==> src/hdl/fso_pkg.sv <==
package fso_pkg;

    // Field widths fixed by the interface.
    localparam int ACT_W   = 3;
    localparam int FIDX_W  = 4;
    localparam int TS_W    = 64;
    localparam int FC_W    = 5;
    localparam int UCNT_W  = 5;

    // Frame count after reset.
    localparam logic [FC_W-1:0] FC_RESET = 5'd16;

    // Action codes.
    localparam logic [ACT_W-1:0] ACT_SET_USED    = 3'd0;
    localparam logic [ACT_W-1:0] ACT_SET_TIME    = 3'd1;
    localparam logic [ACT_W-1:0] ACT_FIND_FIRST  = 3'd2;
    localparam logic [ACT_W-1:0] ACT_FIND_SECOND = 3'd3;
    localparam logic [ACT_W-1:0] ACT_READ        = 3'd4;

    // One entry of the slot memory.
    typedef struct packed {
        logic            used;
        logic [TS_W-1:0] stamp;
    } slot_t;

    // Control from the sequencer to the search datapath.
    typedef struct packed {
        logic            clr_search;
        logic            clr_count;
        logic            sample;
        logic            count_en;
        logic            flag;
        logic [TS_W-1:0] lower;
    } srch_ctrl_t;

endpackage

==> src/hdl/fso_slot_mem.sv <==
module fso_slot_mem #(
    parameter int DEPTH = 16,
    parameter int IDX_W = 4
) (
    input  logic              clk,
    input  logic              rst_n,
    input  logic              rd_en,
    input  logic [IDX_W-1:0]  rd_addr,
    input  logic              wr_en,
    input  logic [IDX_W-1:0]  wr_addr,
    input  fso_pkg::slot_t    wr_slot,
    output fso_pkg::slot_t    rd_slot
);
    import fso_pkg::*;

    slot_t              mem [DEPTH];
    logic [DEPTH-1:0]   vld_reg;
    logic               rd_vld_reg;
    slot_t              rd_q_reg;

    // Entry valid bits; an entry never written reads as the reset value of zero.
    always_ff @(posedge clk or negedge rst_n)
    begin
        if (!rst_n)
        begin
            vld_reg    <= '0;
            rd_vld_reg <= 1'b0;
        end
        else
        begin
            if (wr_en)
            begin
                vld_reg[wr_addr] <= 1'b1;
            end
            if (rd_en)
            begin
                rd_vld_reg <= vld_reg[rd_addr];
            end
        end
    end

    // Storage array with one write port and one registered read port.
    always_ff @(posedge clk)
    begin
        if (wr_en)
        begin
            mem[wr_addr] <= wr_slot;
        end
        if (rd_en)
        begin
            rd_q_reg <= mem[rd_addr];
        end
    end

    assign rd_slot = rd_vld_reg ? rd_q_reg : '0;

endmodule

==> src/hdl/fso_search.sv <==
module fso_search #(
    parameter int IDX_W = 4,
    parameter int CNT_W = 5
) (
    input  logic                    clk,
    input  logic                    rst_n,
    input  fso_pkg::srch_ctrl_t     ctrl,
    input  logic [IDX_W-1:0]        sample_idx,
    input  fso_pkg::slot_t          rd_slot,
    output logic [fso_pkg::TS_W-1:0] best,
    output logic [IDX_W-1:0]        where_idx,
    output logic                    hit,
    output logic [CNT_W-1:0]        used_cnt
);
    import fso_pkg::*;

    logic [TS_W-1:0]  best_reg;
    logic [IDX_W-1:0] where_reg;
    logic             hit_reg;
    logic [CNT_W-1:0] cnt_reg;
    logic             take;

    // A candidate wins only on a strictly smaller stamp, so ties keep the lower index.
    assign take = ctrl.sample && (rd_slot.used == ctrl.flag)
                  && (rd_slot.stamp >= ctrl.lower) && (rd_slot.stamp < best_reg);

    always_ff @(posedge clk or negedge rst_n)
    begin
        if (!rst_n)
        begin
            best_reg  <= '1;
            where_reg <= '0;
            hit_reg   <= 1'b0;
            cnt_reg   <= '0;
        end
        else
        begin
            if (ctrl.clr_search)
            begin
                best_reg  <= '1;
                where_reg <= '0;
                hit_reg   <= 1'b0;
            end
            else if (take)
            begin
                best_reg  <= rd_slot.stamp;
                where_reg <= sample_idx;
                hit_reg   <= 1'b1;
            end

            // Used count accumulates over the first pass only.
            if (ctrl.clr_count)
            begin
                cnt_reg <= '0;
            end
            else if (ctrl.sample && ctrl.count_en && rd_slot.used)
            begin
                cnt_reg <= cnt_reg + CNT_W'(1);
            end
        end
    end

    assign best      = best_reg;
    assign where_idx = where_reg;
    assign hit       = hit_reg;
    assign used_cnt  = cnt_reg;

endmodule

==> src/hdl/frame_slot_oldest_finder.sv <==
// Frame slot table with oldest-slot search.
// Input channel: in_valid/in_ready carry one beat of action, frame_index,
// used_flag, timestamp and min_time. Output channel: out_valid/out_ready carry
// one result beat per input beat with found, result_index, slot_used,
// slot_timestamp and used_count.
// Every beat is handled by one sequencer around a single slot memory with one
// read and one write port: a read-modify-write of the addressed slot, then a
// scan that reads one slot per cycle. A second-earliest search scans again
// if the first scan found a used slot. One beat is worked on at a time; a
// new beat is accepted in the cycle after the previous result is loaded
// into the output register, even while the receiver stalls it. The result
// register holds its beat until out_ready; a further finished result waits.
// Reset clears the whole table, sets frame_count to 16 and empties the output.
// cfg_we writes frame_count, only while the block is idle: a rule for the
// user, which the block itself does not enforce.
module frame_slot_oldest_finder #(
    parameter int MAX_FRAMES = 16
) (
    input  logic                        clk,
    input  logic                        rst_n,
    input  logic                        cfg_we,
    input  logic [fso_pkg::FC_W-1:0]    cfg_wdata,
    input  logic                        in_valid,
    output logic                        in_ready,
    input  logic [fso_pkg::ACT_W-1:0]   action,
    input  logic [fso_pkg::FIDX_W-1:0]  frame_index,
    input  logic                        used_flag,
    input  logic [fso_pkg::TS_W-1:0]    timestamp,
    input  logic [fso_pkg::TS_W-1:0]    min_time,
    output logic                        out_valid,
    input  logic                        out_ready,
    output logic                        found,
    output logic [fso_pkg::FIDX_W-1:0]  result_index,
    output logic                        slot_used,
    output logic [fso_pkg::TS_W-1:0]    slot_timestamp,
    output logic [fso_pkg::UCNT_W-1:0]  used_count
);
    import fso_pkg::*;

    localparam int IDX_W = (MAX_FRAMES > 1) ? $clog2(MAX_FRAMES) : 1;
    localparam int CNT_W = $clog2(MAX_FRAMES + 1);
    localparam int EXT_W = 9;
    localparam logic [EXT_W-1:0] MAX_EXT = EXT_W'(MAX_FRAMES);

    localparam logic [2:0] ST_IDLE = 3'd0;
    localparam logic [2:0] ST_ADDR = 3'd1;
    localparam logic [2:0] ST_MOD  = 3'd2;
    localparam logic [2:0] ST_SCAN = 3'd3;
    localparam logic [2:0] ST_OUT  = 3'd4;

    logic [2:0]        state_reg, state_next;
    logic [FC_W-1:0]   fc_reg;
    logic [ACT_W-1:0]  act_reg;
    logic [FIDX_W-1:0] idx_reg;
    logic              flag_reg;
    logic [TS_W-1:0]   ts_reg;
    logic [TS_W-1:0]   min_reg;
    logic              pass_reg, pass_next;
    logic [TS_W-1:0]   lower_reg, lower_next;
    logic [CNT_W-1:0]  issue_reg, issue_next;
    logic              pend_reg, pend_next;
    logic [IDX_W-1:0]  pend_idx_reg, pend_idx_next;
    logic              rused_reg, rused_next;
    logic [TS_W-1:0]   rtime_reg, rtime_next;

    logic              out_valid_reg, out_valid_next;
    logic              found_reg;
    logic [FIDX_W-1:0] rindex_reg;
    logic              oused_reg;
    logic [TS_W-1:0]   otime_reg;
    logic [UCNT_W-1:0] ocnt_reg;

    logic [EXT_W-1:0]  fc_ext, n_full;
    logic [CNT_W-1:0]  active_n;
    logic              idx_ok;
    logic [IDX_W-1:0]  slot_addr;

    logic              mem_rd_en;
    logic [IDX_W-1:0]  mem_rd_addr;
    logic              mem_wr_en;
    slot_t             mem_wr_slot;
    slot_t             rd_slot;

    srch_ctrl_t        ctrl;
    logic [TS_W-1:0]   srch_best;
    logic [IDX_W-1:0]  srch_where;
    logic              srch_hit;
    logic [CNT_W-1:0]  srch_cnt;

    logic              pass_done;
    logic              found_w;
    logic              load_out;

    // Active slot count, with a frame count above capacity acting as capacity.
    assign fc_ext    = EXT_W'(fc_reg);
    assign n_full    = (fc_ext > MAX_EXT) ? MAX_EXT : fc_ext;
    assign active_n  = CNT_W'(n_full);
    assign idx_ok    = (EXT_W'(idx_reg) < n_full);
    assign slot_addr = IDX_W'(idx_reg);

    assign in_ready  = (state_reg == ST_IDLE);
    assign pass_done = (issue_reg >= active_n) && !pend_reg;
    assign found_w   = srch_hit && ((act_reg == ACT_FIND_FIRST)
                                    || ((act_reg == ACT_FIND_SECOND) && pass_reg));
    assign load_out  = (state_reg == ST_OUT) && (!out_valid_reg || out_ready);

    fso_slot_mem #(
        .DEPTH (MAX_FRAMES),
        .IDX_W (IDX_W)
    ) u_mem (
        .clk     (clk),
        .rst_n   (rst_n),
        .rd_en   (mem_rd_en),
        .rd_addr (mem_rd_addr),
        .wr_en   (mem_wr_en),
        .wr_addr (slot_addr),
        .wr_slot (mem_wr_slot),
        .rd_slot (rd_slot)
    );

    fso_search #(
        .IDX_W (IDX_W),
        .CNT_W (CNT_W)
    ) u_search (
        .clk        (clk),
        .rst_n      (rst_n),
        .ctrl       (ctrl),
        .sample_idx (pend_idx_reg),
        .rd_slot    (rd_slot),
        .best       (srch_best),
        .where_idx  (srch_where),
        .hit        (srch_hit),
        .used_cnt   (srch_cnt)
    );

    // Sequencer: slot read-modify-write, then one or two scans of the table.
    always_comb
    begin
        state_next     = state_reg;
        pass_next      = pass_reg;
        lower_next     = lower_reg;
        issue_next     = issue_reg;
        pend_next      = pend_reg;
        pend_idx_next  = pend_idx_reg;
        rused_next     = rused_reg;
        rtime_next     = rtime_reg;
        mem_rd_en      = 1'b0;
        mem_rd_addr    = slot_addr;
        mem_wr_en      = 1'b0;
        mem_wr_slot    = rd_slot;
        ctrl           = '0;
        ctrl.count_en  = !pass_reg;
        if (act_reg == ACT_FIND_FIRST)
        begin
            ctrl.flag  = flag_reg;
            ctrl.lower = min_reg;
        end
        else
        begin
            ctrl.flag  = 1'b1;
            ctrl.lower = lower_reg;
        end

        case (state_reg)
            ST_IDLE:
            begin
                if (in_valid)
                begin
                    state_next = ST_ADDR;
                end
            end
            ST_ADDR:
            begin
                mem_rd_en  = 1'b1;
                state_next = ST_MOD;
            end
            ST_MOD:
            begin
                // Merge the new field into the slot read back and write it for an in-range index.
                if (act_reg == ACT_SET_USED)
                begin
                    mem_wr_en        = idx_ok;
                    mem_wr_slot.used = flag_reg;
                end
                else if (act_reg == ACT_SET_TIME)
                begin
                    mem_wr_en         = idx_ok;
                    mem_wr_slot.stamp = ts_reg;
                end
                if ((act_reg == ACT_READ) && idx_ok)
                begin
                    rused_next = rd_slot.used;
                    rtime_next = rd_slot.stamp;
                end
                else
                begin
                    rused_next = 1'b0;
                    rtime_next = '0;
                end
                ctrl.clr_search = 1'b1;
                ctrl.clr_count  = 1'b1;
                pass_next       = 1'b0;
                lower_next      = '0;
                issue_next      = '0;
                pend_next       = 1'b0;
                state_next      = ST_SCAN;
            end
            ST_SCAN:
            begin
                // Issue one slot read per cycle; its data is sampled in the cycle after.
                if (issue_reg < active_n)
                begin
                    mem_rd_en     = 1'b1;
                    mem_rd_addr   = IDX_W'(issue_reg);
                    pend_next     = 1'b1;
                    pend_idx_next = IDX_W'(issue_reg);
                    issue_next    = issue_reg + CNT_W'(1);
                end
                else
                begin
                    pend_next = 1'b0;
                end
                ctrl.sample = pend_reg;
                if (pass_done)
                begin
                    if ((act_reg == ACT_FIND_SECOND) && !pass_reg && srch_hit)
                    begin
                        // Second pass looks strictly past the earliest stamp.
                        pass_next       = 1'b1;
                        lower_next      = srch_best + TS_W'(1);
                        issue_next      = '0;
                        ctrl.clr_search = 1'b1;
                    end
                    else
                    begin
                        state_next = ST_OUT;
                    end
                end
            end
            ST_OUT:
            begin
                if (load_out)
                begin
                    state_next = ST_IDLE;
                end
            end
            default:
            begin
                state_next = ST_IDLE;
            end
        endcase
    end

    // Output valid clears when the receiver takes the beat and none replaces it.
    always_comb
    begin
        out_valid_next = out_valid_reg;
        if (load_out)
        begin
            out_valid_next = 1'b1;
        end
        else if (out_ready)
        begin
            out_valid_next = 1'b0;
        end
    end

    // Control registers.
    always_ff @(posedge clk or negedge rst_n)
    begin
        if (!rst_n)
        begin
            state_reg     <= ST_IDLE;
            fc_reg        <= FC_RESET;
            pass_reg      <= 1'b0;
            issue_reg     <= '0;
            pend_reg      <= 1'b0;
            out_valid_reg <= 1'b0;
        end
        else
        begin
            state_reg     <= state_next;
            pass_reg      <= pass_next;
            issue_reg     <= issue_next;
            pend_reg      <= pend_next;
            out_valid_reg <= out_valid_next;
            if (cfg_we)
            begin
                fc_reg <= cfg_wdata;
            end
        end
    end

    // Payload registers.
    always_ff @(posedge clk)
    begin
        if (in_valid && in_ready)
        begin
            act_reg  <= action;
            idx_reg  <= frame_index;
            flag_reg <= used_flag;
            ts_reg   <= timestamp;
            min_reg  <= min_time;
        end
        lower_reg    <= lower_next;
        pend_idx_reg <= pend_idx_next;
        rused_reg    <= rused_next;
        rtime_reg    <= rtime_next;
        if (load_out)
        begin
            found_reg  <= found_w;
            rindex_reg <= found_w ? FIDX_W'(srch_where) : '0;
            oused_reg  <= rused_reg;
            otime_reg  <= rtime_reg;
            ocnt_reg   <= UCNT_W'(srch_cnt);
        end
    end

    assign out_valid      = out_valid_reg;
    assign found          = found_reg;
    assign result_index   = rindex_reg;
    assign slot_used      = oused_reg;
    assign slot_timestamp = otime_reg;
    assign used_count     = ocnt_reg;

    // An accepted beat always starts with the slot address phase.
    a_accept_to_addr: assert property (@(posedge clk) disable iff (!rst_n)
        (in_valid && in_ready) |=> (state_reg == ST_ADDR))
        else $error("accepted beat did not start the slot access");

    // Sampled scan data must come from a read issued during the scan.
    a_pend_from_scan: assert property (@(posedge clk) disable iff (!rst_n)
        pend_reg |-> $past(state_reg == ST_SCAN))
        else $error("scan sample without a scan read");

    // Only a second-earliest search runs a second pass.
    a_second_pass: assert property (@(posedge clk) disable iff (!rst_n)
        (state_reg == ST_SCAN && pass_reg) |-> (act_reg == ACT_FIND_SECOND))
        else $error("second pass for a single-pass action");

    // The used count never exceeds the number of active slots.
    a_count_bound: assert property (@(posedge clk) disable iff (!rst_n)
        (state_reg == ST_OUT) |-> (srch_cnt <= active_n))
        else $error("used count above active slot count");

    // The table is written only in the modify step.
    a_write_phase: assert property (@(posedge clk) disable iff (!rst_n)
        mem_wr_en |-> ($past(state_reg) == ST_ADDR))
        else $error("slot write outside read-modify-write");

endmodule

==> config.mk <==
export PLATFORM = sky130hd
export DESIGN_NAME = frame_slot_oldest_finder
export DESIGN_NICKNAME = d
export VERILOG_FILES = /design/src/hdl/fso_pkg.sv /design/src/hdl/fso_slot_mem.sv /design/src/hdl/fso_search.sv /design/src/hdl/frame_slot_oldest_finder.sv
export SDC_FILE = /design/constraint.sdc
export NUM_CORES = 2
export LEC_CHECK = 0
export BUFFER_PORTS_ARGS = -buffer_cell sky130_fd_sc_hd__buf_2
export CORE_MARGIN = 2
export CORE_UTILIZATION = 50
export CTS_CLUSTER_DIAMETER = 100
export DETAILED_ROUTE_END_ITERATION = 7
export PLACE_DENSITY = 0.67
export SLEW_MARGIN = 20
export SYNTH_ARGS = -nofsm -noshare
export SYNTH_HDL_FRONTEND = slang
export SYNTH_SLANG_ARGS = --single-unit
==> constraint.sdc <==
create_clock -name clk -period 9.2 [get_ports clk]
set_input_delay 0.46 -clock clk [delete_from_list [all_inputs] [get_ports clk]]
set_output_delay 0.46 -clock clk [all_outputs]
set_load 0.01 [all_outputs]
Word level (Yosys, flattened, before mapping)
Memories as Yosys holds them, arrays and structs flattened. A register that Yosys moved wholly into a read port is not among the register bits. Index checks and enable logic that the tools add are counted.

Bits in registers: 451. Memories: 1. Input bits: 146. Output and inout bits: 77. Memory bits (writable): 1040.

Reduce and logical (&&, ||, !) cells: 28. Bitwise gates (word level): 1. Eq/ne operators: 14. Order comparisons: 9. $add $sub $neg: 3. Multiplexer cells: 51.

Memory list: u_mem.mem (depth 16, width 65, rd ports 1, clocked after Yosys merged registers in 1, write ports 1, line fso_slot_mem.sv:16) `slot_t mem [DEPTH];`.

Operators by type and width (number): $mux 64 (6); $mux 65 (3); $pmux 64 s2 (1); $add 64x1->64 const B (1); $ge 64x64->1 (1); $lt 64x64->1 (1); $mux 5 (6); $mux 1 (19); $mux 4 (4); $or 16x16->16 (1); $pmux 3 s5 (1); $logic_and 1x1->1 (14); $eq 3x2->1 const B (4); $mux 3 (4); $add 5x1->5 const B (2); $lt 4x5->1 const B (2); $ne 2x2->1 const B (5); $pmux 5 s2 (1); $pmux 1 s2 (4); $reduce_bool 2->1 (4); $eq 3x1->1 const B (2); $eq 3x3->1 const B (2); $logic_not 3->1 (2); $ge 5x5->1 (1); 12 further kinds (15).

Depth between registers and ports, before layout
Word-level depth: 8. Gate-level depth with buffers: 16.

Cells and area by module
Synthesis repeated with hierarchy kept, for this count alone.

Cell total of the unflattened synthesis: 3359. Area, all modules: 63758.6 µm².

Modules (own cells, without submodules): fso_slot_mem (times used 1, area an instance 42074.1 µm², cells each 1639, sequential area each 33607.2 µm²); frame_slot_oldest_finder (times used 1, area an instance 15110.7 µm², cells each 965, sequential area each 10731.5 µm²); fso_search (times used 1, area an instance 6573.8 µm², cells each 755, sequential area each 1931.9 µm²).

Least setup slack after synthesis
OpenSTA, ideal clock, no wires.

Path type: reg2reg. Start: register state_reg[0]. End: memory u_mem.mem[4][0] (netlist bit) (enable). Cell stages (with the launch flop): 8. Required time: 8.631 ns. Arrival: 7.973 ns. Setup time: 0.569 ns. Path buffers: 2. Slack: 0.657 ns. Cell sequence: dfrtp_1 buf_2 nor2_1 and2_1 clkbuf_1 nand2_1 or3_1 nor3_1.

Word-level cells in the longest chain between the ends: 4.

RTL lines: start, declared (line frame_slot_oldest_finder.sv:51) `logic [2:0] state_reg, state_next;`; start signal, assigned (line frame_slot_oldest_finder.sv:282) `state_reg <= state_next;`; $eq 3x2->1 (line frame_slot_oldest_finder.sv:164) `case (state_reg)`; $mux 1 (line frame_slot_oldest_finder.sv:164); $mux 1 (line fso_slot_mem.sv:45) `if (wr_en)`; $mux 1 (implied by the code) (line fso_slot_mem.sv:47) `mem[wr_addr] <= wr_slot;`; end, declared (line fso_slot_mem.sv:16).

Every way passes these cells.

Worst setup path in the final report
Start: register act_reg[0]. End: register u_search.where_reg[3] (netlist: u_search.where_idx[3]).

Word-level cells in the longest chain between the ends: 7. Elaborated cells between the ends (all ways): 15. Classes of those cells: order compare (1); eq/ne (3); mux (5); reduce/logical (6).

RTL lines: start, declared (line frame_slot_oldest_finder.sv:53) `logic [ACT_W-1:0] act_reg;`; start signal, assigned (line frame_slot_oldest_finder.sv:299) `act_reg <= action;`; branches (longest 7 deep; another with $ge 64x64->1); end signal, assigned (line fso_search.sv:47) `where_reg <= sample_idx;`; end, declared (line fso_search.sv:18) `logic [IDX_W-1:0] where_reg;`.

Several ways; the timed one is not identified. A chain may end at the register's enable or synchronous reset.

==> out/qor.json <==
{
  "setup_slack_ns": 3.50,
  "global_route.usage.total_pct": 24.6,
  "synth_fp_nets": 4503,
  "final_core_util_pct": 58.0,
  "grt_first_pass_wirelength_um": 236000,
  "max_cap_viol_count": 0,
  "crit_path_max_fanout": 57,
  "area.growth.synth_to_final_pct": 15.4,
  "first_global_vias": 36900,
  "cts_buffer_depth": 3,
  "gp_congestion": 0.893,
  "synth-seq-cells": 1556,
  "design.core.area_mm2": 0.125,
  "routed-via-count": 37400,
  "post_synthesis_instance_total": 4219,
  "worst_hold_path_type": "in -> reg",
  "setup.worst_path.end_class": "register",
  "fin_nets": 4950,
  "synth_enable_flop_cells": 1449,
  "peakVddDrop_mv": 0.261,
  "avgRoutedWirePerCell_um": 24.9,
  "muxShareOfSynthArea_pct": 7.02,
  "data_arrival_critical_path_ns": 6.35,
  "power_density_mw_per_mm2": 294,
  "startpoint_type": "register",
  "global_route.overflow_total": 0,
  "avgViaCountPerCell": 5.81,
  "tritoncts_num_sinks": 1556,
  "clkSlewWorstSetupHoldPaths_ns": 0.06,
  "synth_flop_cell": "edfxtp_1",
  "starting_density_of_the_core_pct": 50.3,
  "design.die.area_mm2": 0.129,
  "fraction_of_final_layout_cells_with_drive_strength_greater_than_1_pct": 16.5,
  "port-buffer-count": 222,
  "finalCritPeriodShare_pct": 62.0,
  "synth.top_cell.area_share_pct": 69.0,
  "place_ws_ns": 3.43,
  "grt_setup_unrepaired": "false",
  "clk_latency_worst_skew_pair_ns": 0.79,
  "run_status": "finished clean",
  "remaining_drc_errors": 0,
  "cts-htree-levels": 4,
  "yosys.area_share.simple_pct": 10.4,
  "mappedNetlistArea_mm2": 0.0630,
  "maximum_number_of_pins_on_one_net_before_global_route_repair": 177,
  "timing_worst_setup_path_type": "reg -> reg",
  "post_synth.cell_area_avg_um2": 14.9,
  "slew_violations": 0,
  "dpl-instance-area_mm2": 0.0666,
  "yosys.area_share.adder_pct": 2.74,
  "synth_top_cells_by_area": "edfxtp_1 69%, mux4_2 4.6%, nand2_1 4.3%",
  "detail_route.wirelength_um": 160000,
  "power.leakage_nw": 26.9,
  "place_hpwl_um": 91000,
  "synth_top_family_by_area": "simple AND/OR/NAND/NOR gates",
  "synth.yosys.seq_area_share_pct": 73.4,
  "postSynth.asyncResetShare_pct": 6.88,
  "slew_headroom_pct": 22.9,
  "largest_reg_flops": 1040,
  "die_y_um": 359,
  "min_period_ns": 5.70,
  "setup-violations-final": 0,
  "clock-skew-final_ns": 0.0291,
  "crit_required_ns": 9.85,
  "layout.cell_area.non_filler_mm2": 0.0727,
  "number_of_antenna_violations_at_the_first_check_in_global_routing": 5,
  "cts_root_buf": "clkbuf_16",
  "cts_tree": "done",
  "totalNegativeSetupSlack_ns": 0,
  "synth.distinct_cells": 64,
  "worstMarginPinSlew_ns": 1.15,
  "ioPinCount": 223,
  "synthDominantAreaCellType": "edfxtp_1",
  "cts_buffers": 153,
  "rows": 130,
  "cts.repair_timing.setup_buffer_count": 0,
  "dr.first_iter.drc_count": 4778,
  "fmax_mhz": 175,
  "synth_commonest_cells": "1,449 x edfxtp_1, 729 x nand2_1, 296 x nand3_1",
  "synthXorXnorAreaFrac_pct": 0.847,
  "die_w_um": 359,
  "timing.final.hold_violations": 0,
  "number_of_detailed_route_iterations_in_the_first_pass": 6,
  "synth-compound-area-share_pct": 3.38,
  "antenna_violating_nets_post_route": 0,
  "post-synth-top-count-cell": "edfxtp_1",
  "yosys_warnings": 0
}
area by class of cell:
cell class	instances	area, um2
fillers	9415	52700
flip-flops and latches	1556	46300
multi-input cells	2319	15600
clock buffers	208	4160
repair buffers	497	3630
well taps	1650	2060
inverters	139	523
clock inverters	63	490
diodes	1	2.50
timing repair:
item / CTS / global route
hold endpoints to repair: 178 / 0
setup endpoints to repair: 0 / 0
hold buffers: 149 / 0
gates resized for setup: 0 / 0
worst paths after layout:
| kind | slack, ns | cells past startpoint | start | end |
|---|---|---|---|---|
| worst max-delay path | 3.50 | 13 | act_reg[0]$_DFFE_PP_ | u_search.where_idx[3]$_DFFE_PN0P_ |
| worst min-delay path | 0.12 | 3 | out_ready | out_valid$_DFFE_PN0P_ |
| worst max register to register | 3.50 | 13 | act_reg[0]$_DFFE_PP_ | u_search.where_idx[3]$_DFFE_PN0P_ |
| worst min register to register | 0.41 | 0 | rtime_reg[18]$_SDFFCE_PN0P_ | slot_timestamp[18]$_DFFE_PP_ |
| max in group asynchronous | 7.69 | 3 | rst_n | state_reg[2]$_DFFE_PN0P_ |
| min in group asynchronous | 0.24 | 2 | rst_n | fc_reg[1]$_DFFE_PN0P_ |
metrics by stage:
| step | std cells | total power, mW | hold slack (ns) |
|---|---|---|---|
| floorplan | 4219 | 13.5 | 0.164 |
| finish | 6433 | 21.4 | 0.121 |
| global route | 6432 | 22.3 | 0.127 |
| detailed placement | 6012 | 15.6 | 0.405 |
| CTS | 6432 | 21.4 | 0.0938 |
| global placement | 6010 | 15.4 | 0.402 |
placed cells by master, fill, tap and decap left out, types with 13 or more instances in the layout:
cell type         n
a21oi_1          60
a22oi_1          66
and4_1           13
buf_2           221
buf_4           121
clkbuf_1         46
clkbuf_16       156
clkinv_1         30
clkinv_2         17
dfrtp_1          41
dfstp_2          65
dlygate4sd3_1   149
edfxtp_1       1449
ha_1            138
inv_1           137
mux2i_1         135
mux4_2          130
nand2_1         729
nand3_1         296
nand4_1          97
nor2_1          222
nor2_4           19
nor3_1           21
o21ai_0          96
o21ai_1          74
xnor2_1          56
kinds of logic after synthesis:
| logic type | after synthesis |
|---|---|
| multiplexers | 278 |
| AO/OA/AOI/OAI | 358 |
| adder cells (fa/ha/maj) | 138 |
| AND/OR/NAND/NOR | 1484 |
| buffers and inverters | 344 |
| flip-flops | 1556 |
| XOR/XNOR | 61 |
power by group:
part | switching [mW] | internal [mW] | total [mW]
clock | 2.61 | 3.26 | 5.87
combinational | 4.02 | 2.04 | 6.05
sequential | 0.298 | 9.14 | 9.44
total | 6.93 | 14.4 | 21.4
critical path, stage by stage, from the launching register on:
cell	delay, ns
edfxtp_1	0.46
nor3b_2	0.74
buf_4	0.86
mux2_2	0.42
ha_1	0.27
nor3b_1	0.19
o21ai_0	0.15
a211oi_1	0.24
o211ai_1	0.25
a31oi_1	0.27
o211a_1	0.18
a211o_4	0.51
buf_4	0.58
mux2_1	0.37
per-layer routing:
layer / wire, um / part of all wire, % / vias to the layer above / global-route usage, %
met3: 13700 / 8.6 / 243 / 4.52
met2: 77400 / 48 / 1644 / 40.0
met5: 0 / 0 / - / 0
met1: 64800 / 41 / 18800 / 34.1
li1: - / - / 16600 / -
met4: 4000 / 2.5 / 0 / 7.35
(Power assumes the default switching activity.)
